===== src/ssf_pkg.sv =====
package ssf_pkg;

  localparam int VAL_W     = 16;
  localparam int SAT_LIMIT = 9999;
  localparam int NUM_W     = $clog2(SAT_LIMIT + 1);  // 14 bits hold 0..9999
  localparam int BASE_W    = 5;
  localparam int REM_W     = 4;                      // remainder < base <= 16
  localparam int SEG_W     = 7;
  localparam int DIGITS    = 4;
  localparam int DIG_CNT_W = $clog2(DIGITS);
  localparam int BIT_CNT_W = $clog2(NUM_W);

  localparam logic [BASE_W-1:0] BASE_RESET = BASE_W'(10);
  localparam logic [BASE_W-1:0] BASE_MIN   = BASE_W'(2);
  localparam logic [BASE_W-1:0] BASE_MAX   = BASE_W'(16);

  // Per-cycle command to every cell of the dividend chain
  typedef struct packed {
    logic load;
    logic shift;
  } ssf_cell_ctl_t;

  // Hex seven-segment patterns, bit 0 = segment a
  function automatic logic [SEG_W-1:0] seg_lut(input logic [REM_W-1:0] d);
    logic [SEG_W-1:0] s;
    unique case (d)
      4'h0: s = 7'h3F;
      4'h1: s = 7'h06;
      4'h2: s = 7'h5B;
      4'h3: s = 7'h4F;
      4'h4: s = 7'h66;
      4'h5: s = 7'h6D;
      4'h6: s = 7'h7D;
      4'h7: s = 7'h07;
      4'h8: s = 7'h7F;
      4'h9: s = 7'h6F;
      4'hA: s = 7'h77;
      4'hB: s = 7'h7C;
      4'hC: s = 7'h39;
      4'hD: s = 7'h5E;
      4'hE: s = 7'h79;
      default: s = 7'h71;
    endcase
    return s;
  endfunction

endpackage


===== src/ssf_cell.sv =====
// One bit of the dividend/quotient chain
module ssf_cell import ssf_pkg::*; (
  input  logic          clk,
  input  ssf_cell_ctl_t ctl,
  input  logic          load_bit,
  input  logic          shift_in,
  input  logic          any_in,
  output logic          q,
  output logic          any_out
);

  always_ff @(posedge clk) begin
    if (ctl.load) begin
      q <= load_bit;
    end else if (ctl.shift) begin
      q <= shift_in;
    end
  end

  // ripple OR: is any bit at or below this cell set
  assign any_out = q | any_in;

endmodule


===== src/seven_segment_number_formatter.sv =====
// Flow: an accepted item is divided bit-serially over the 14-bit chain, digit by
//   digit, one bit per divide step, and the four digits then go to the output load.
// Items: one at a time; the next item is accepted as soon as the divider is back
//   in idle, even while the previous result still waits.
// Reset (rst, synchronous): control idle, no result pending, base back to 10.
module seven_segment_number_formatter import ssf_pkg::*; (
  input  logic              clk,
  input  logic              rst,
  input  logic              cfg_write_en,
  input  logic [BASE_W-1:0] cfg_write_data,
  input  logic              in_valid,
  output logic              in_ready,
  input  logic [VAL_W-1:0]  value,
  output logic              out_valid,
  input  logic              out_ready,
  output logic [SEG_W-1:0]  seg_rightmost,
  output logic [SEG_W-1:0]  seg_second,
  output logic [SEG_W-1:0]  seg_third,
  output logic [SEG_W-1:0]  seg_leftmost
);

  typedef enum logic [2:0] {
    S_IDLE = 3'b001,   // waiting for an item
    S_DIV  = 3'b010,   // shifting the chain, one quotient bit per cycle
    S_HOLD = 3'b100    // digits done, waiting for the output register
  } state_t;

  state_t                 state;
  state_t                 state_next;
  logic [BASE_W-1:0]      base_reg;
  logic [BASE_W-1:0]      base_eff;
  logic [BIT_CNT_W-1:0]   bit_cnt;
  logic [DIG_CNT_W-1:0]   dig_cnt;
  logic [REM_W-1:0]       rem;
  logic [REM_W-1:0]       rem_cur;
  logic [BASE_W-1:0]      trial;
  logic [BASE_W-1:0]      rem_next;
  logic                   qbit;
  logic                   shown;
  logic                   shown_cur;
  logic [SEG_W-1:0]       dig [DIGITS];
  logic [NUM_W-1:0]       sat_value;
  logic [NUM_W-1:0]       chain;
  logic [NUM_W:0]         any_ch;
  ssf_cell_ctl_t          cell_ctl;
  logic                   in_acc;
  logic                   div_last;
  logic                   out_load;

  // Config register; the clamp to 2..16 is applied on the read side
  always_ff @(posedge clk) begin
    if (rst) begin
      base_reg <= BASE_RESET;
    end else if (cfg_write_en) begin
      base_reg <= cfg_write_data;
    end
  end

  always_comb begin
    priority if (base_reg < BASE_MIN) begin
      base_eff = BASE_MIN;
    end else if (base_reg > BASE_MAX) begin
      base_eff = BASE_MAX;
    end else begin
      base_eff = base_reg;
    end
  end

  assign in_ready = (state == S_IDLE);
  assign in_acc   = in_valid & in_ready;
  assign div_last = (state == S_DIV) && (bit_cnt == BIT_CNT_W'(NUM_W - 1));
  assign out_load = (state == S_HOLD) && (!out_valid || out_ready);

  // Values above 9999 show as 9999
  assign sat_value = (value > VAL_W'(SAT_LIMIT)) ? NUM_W'(SAT_LIMIT) : value[NUM_W-1:0];

  assign cell_ctl.load  = in_acc;
  assign cell_ctl.shift = (state == S_DIV);

  // Dividend chain: MSB leaves into the remainder unit, quotient bit enters at cell 0.
  // Once every bit of the chain has been shifted, it holds the quotient, ready for the next digit.
  assign any_ch[0] = 1'b0;

  for (genvar i = 0; i < NUM_W; i++) begin : g_chain
    logic sh_in;
    if (i == 0) begin : g_first
      assign sh_in = qbit;
    end else begin : g_rest
      assign sh_in = chain[i-1];
    end
    ssf_cell u_cell (
      .clk      (clk),
      .ctl      (cell_ctl),
      .load_bit (sat_value[i]),
      .shift_in (sh_in),
      .any_in   (any_ch[i]),
      .q        (chain[i]),
      .any_out  (any_ch[i+1])
    );
  end

  // Restoring divide step; remainder restarts at zero on each digit
  assign rem_cur  = (bit_cnt == '0) ? '0 : rem;
  assign trial    = {rem_cur, chain[NUM_W-1]};
  assign qbit     = (trial >= base_eff);
  assign rem_next = qbit ? (trial - base_eff) : trial;

  // A digit is shown if its dividend was non-zero, or it is the rightmost one
  assign shown_cur = (bit_cnt == '0) ? ((dig_cnt == '0) | any_ch[NUM_W]) : shown;

  always_comb begin
    state_next = state;
    unique case (state)
      S_IDLE: if (in_acc) state_next = S_DIV;
      S_DIV: begin
        if (div_last && dig_cnt == DIG_CNT_W'(DIGITS - 1)) state_next = S_HOLD;
      end
      S_HOLD: if (out_load) state_next = S_IDLE;
      default: state_next = S_IDLE;
    endcase
  end

  always_ff @(posedge clk) begin
    if (rst) begin
      state   <= S_IDLE;
      bit_cnt <= '0;
      dig_cnt <= '0;
    end else begin
      state <= state_next;
      if (in_acc) begin
        bit_cnt <= '0;
        dig_cnt <= '0;
      end else if (state == S_DIV) begin
        if (div_last) begin
          bit_cnt <= '0;
          dig_cnt <= dig_cnt + 1'b1;
        end else begin
          bit_cnt <= bit_cnt + 1'b1;
        end
      end
    end
  end

  // Datapath registers, no reset needed
  always_ff @(posedge clk) begin
    if (state == S_DIV) begin
      rem   <= rem_next[REM_W-1:0];
      shown <= shown_cur;
      if (div_last) begin
        dig[dig_cnt] <= shown_cur ? seg_lut(rem_next[REM_W-1:0]) : '0;
      end
    end
  end

  // Output register parts the result side from the divider
  always_ff @(posedge clk) begin
    if (rst) begin
      out_valid <= 1'b0;
    end else if (out_load) begin
      out_valid <= 1'b1;
    end else if (out_ready) begin
      out_valid <= 1'b0;
    end
  end

  always_ff @(posedge clk) begin
    if (out_load) begin
      seg_rightmost <= dig[0];
      seg_second    <= dig[1];
      seg_third     <= dig[2];
      seg_leftmost  <= dig[3];
    end
  end

`ifndef SYNTH
  a_busy_after_accept: assert property (@(posedge clk) disable iff (rst)
    in_acc |=> (!in_ready && bit_cnt == '0 && dig_cnt == '0))
    else $error("divider not started after item acceptance");

  a_rem_below_base: assert property (@(posedge clk) disable iff (rst)
    (state == S_DIV && bit_cnt != '0) |-> (BASE_W'(rem) < base_eff))
    else $error("remainder not below base");

  a_digit_shown: assert property (@(posedge clk) disable iff (rst)
    out_valid |-> (seg_rightmost != '0))
    else $error("rightmost digit blank");

  a_blank_order: assert property (@(posedge clk) disable iff (rst)
    out_valid |-> ((seg_leftmost == '0 || seg_third != '0) &&
                   (seg_third == '0 || seg_second != '0)))
    else $error("blank digit right of a shown digit");
`endif

endmodule

===== config.mk =====
export PLATFORM = sky130hd
export DESIGN_NAME = seven_segment_number_formatter
export DESIGN_NICKNAME = d
export VERILOG_FILES = /design/src/ssf_pkg.sv /design/src/ssf_cell.sv /design/src/seven_segment_number_formatter.sv
export SDC_FILE = /design/constraint.sdc
export NUM_CORES = 1
export LEC_CHECK = 0
export ABC_AREA = 0
export BUFFER_PORTS_ARGS = -buffer_cell sky130_fd_sc_hd__buf_2
export CELL_PAD_IN_SITES_DETAIL_PLACEMENT = 2
export CELL_PAD_IN_SITES_GLOBAL_PLACEMENT = 2
export CORE_ASPECT_RATIO = 0.7
export CORE_MARGIN = 4
export CORE_UTILIZATION = 35
export CTS_CLUSTER_DIAMETER = 100
export DETAILED_ROUTE_END_ITERATION = 10
export PLACE_DENSITY = 0.8
export SYNTH_ARGS = -nofsm -noshare
export SYNTH_HDL_FRONTEND = slang
export SYNTH_SLANG_ARGS = --single-unit

===== constraint.sdc =====
create_clock -name clk -period 3.6 [get_ports clk]
set_input_delay 0.18 -clock clk [delete_from_list [all_inputs] [get_ports clk]]
set_output_delay 0.18 -clock clk [all_outputs]
set_load 0.05 [all_outputs]

==> results.toml <==
[detailed_routing]
antenna_left = 0
first_pass_iters = 4
routed_wl_mm = 10.5
drtIter0Drc = 227
num_vias = 2541
routedWlPerCell_um = 21.1
vias_per_cell = 5.09
drc = 0

[sta]
finalSetupViolCount = 0
slew_headroom = 0.552
drv_slew = 0
fin_skew_ns = 0.00940
tightest_slew_ns = 0.672
period_minus_slack_ns = 3.43
holdWs_ns = 0.0650
clock.fmax_mhz = 291
fin_crit_sh = 0.953
hold_viol = 0

[yosys]
syn_area_per_cell_um2 = 13.9
syn_nets = 320
synth_cell_types = 50
synth_area_mm2 = 0.00383
ys_seq_area_frac = 0.666
synthFlopType = "edfxtp_1"
syn_inst = 275
synth-edff-count = 75
ys_seq_elements = 90
synthArstFlopShare = 0
yosys_warnings = 0

[finish]
drive_gt1_frac = 0.293
syn_to_final_growth_pct = 22.2
final_cell_mix = "75 x edfxtp_1, 55 x buf_2, 18 x nor2_1, 16 x ha_1, 15 x dfxtp_1"
nFillCells = 1053
largest_reg_flops = 28
final_area_mm2 = 0.00469
top_register = "dig"
fin_nets = 391
final_common_cell = "edfxtp_1"
antenna-diode-count = 0
largestRegisters = "dig: 28 flops, g_chain.u_cell.q: 14 flops"
instances_no_fill = 499

[clock_network]
cts_root_buffer = "clkbuf_16"
cts_buffers = 9
cts_tree = "done"
clk_latency_ns = 0.34
clockBufferDepth = 2
htree_levels = 3
clock_sink_count = 90
clk_pin_slew_ns = 0.07

[global_route]
grt_pass1_wl_mm = 16.6
grt_max_degree = 29
grt_antenna_before_repair = 0
track_usage = 0.176
overflow = 0
grt_pass1_vias = 2801

[critical_path]
crit_required_ns = 3.69
cp.arrival_ns = 3.52
endpoint_kind = "flop"
worstSetupPathType = "flop to flop"
cp-start-kind = "flop"
worstPathMaxFanout = 5

[die]
die_h_um = 95.6
row_count = 31
start_util = 0.365
die_x_um = 133
dieArea_mm2 = 0.0127
io_pins = 56
core-area_mm2 = 0.0105

[placed_design]
placed_cell_area_mm2 = 0.00435
io_buffers = 55
gp_congestion = 0.874
dp.cells = 481
dp_hpwl_mm = 7.77

[run_status]
status = "complete, no violations"

[power_and_ir_drop]
ir_drop_v = 0.000253
power.density_mw_per_mm2 = 494
p_leak_nw = 1.77

[worst_hold_path]
min_path_type = "input pin to flop"

[job]
maxCapViolCount = 0
==> critical path: stages, from the launching register on <==
cell,delay (ns)
dfxtp_1,0.33
inv_1,0.11
ha_1,0.15
nor3b_4,0.28
nor2b_2,0.10
ha_1,0.34
or3_1,0.35
o21a_2,0.18
and3_1,0.20
a21o_1,0.17
inv_1,0.12
ha_2,0.23
o21ai_0,0.15
a21boi_0,0.18
o221a_2,0.29
==> final timing paths <==
check	from	endpoint	slack (ns)	cells after the start
max	bit_cnt[1]	dig[0][4]	0.17	14
min reg2reg	dig[1][6]	seg_second[6]	0.42	0
min	cfg_write_data[3]	base_reg[3]	0.07	2
max reg2reg	bit_cnt[1]	dig[0][4]	0.17	14
==> cell families (layout without fill, tap and decap cells) <==
family          after synthesis  in the layout  share of synthesized area
flops                        90             90                      0.666
xor+xnor                      5              5                     0.0114
fa+ha+maj                    19             19                     0.0639
mux                           6              6                     0.0173
buf+inv                      19             95                     0.0202
simple gates                 80             80                      0.115
compound gates               56             56                      0.106
==> layout make-up <==
class | instances | area [µm²] | share of cell area
well taps | 148 | 185 | 0.0395
repair buffers | 67 | 365 | 0.0780
multi-input cells | 166 | 1260 | 0.268
inverters | 12 | 47.5 | 0.0101
flip-flops and latches | 90 | 2550 | 0.545
clock buffers | 9 | 225 | 0.0481
clock inverters | 7 | 53.8 | 0.0115
==> timing repair <==
| item | in CTS | in global routing |
|---|---|---|
| endpoints found under the setup margin | 24 | 20 |
| setup buffers | 0 | 2 |
| endpoints found under the hold margin | 0 | 0 |
| hold buffers | 0 | 0 |
| gates resized for setup | 5 | 9 |
| pin swaps | 0 | 1 |
==> power breakdown <==
| group | internal [mW] | switching (mW) | total [mW] |
|---|---|---|---|
| logic | 0.0961 | 0.143 | 0.239 |
| registers | 1.17 | 0.0147 | 1.18 |
| clock network | 0.474 | 0.419 | 0.893 |
==> cells in the mapped netlist (4+ instances only) <==
cell type,n,share of area
a21oi_1,12,0.016
o21ai_0,10,0.013
nand3_1,4,0.0052
clkbuf_1,5,0.0049
ha_1,18,0.059
mux2i_1,4,0.010
edfxtp_1,75,0.59
and3_1,7,0.011
nor4_1,4,0.0065
o22a_1,6,0.014
nor3_1,11,0.014
a22o_1,6,0.014
nor2b_1,7,0.011
dfxtp_1,15,0.078
inv_1,11,0.011
nor2_1,18,0.018
nand2_1,11,0.011
==> routing by layer <==
metal / global-route usage / vias to the layer above / share of wire
met5: 0 / - / 0
met4: 0.0437 / 0 / 0.011
met3: 0.0522 / 15 / 0.057
met2: 0.290 / 67 / 0.47
met1: 0.230 / 1274 / 0.47
li1: - / 1185 / -
==> stage by stage <==
stage	total power, mW	setup WS (ns)	setup TNS (ns)	utilization
global route	2.40	-0.0173	-0.0611	0.446
floorplan	1.34	0.291	0	-
detailed placement	1.42	-0.110	-0.712	0.413
CTS	2.32	0.0178	0	0.442
finish	2.31	0.168	0	0.446
global placement	1.41	0.201	0	0.413
Power figures use the tool's default switching activity.
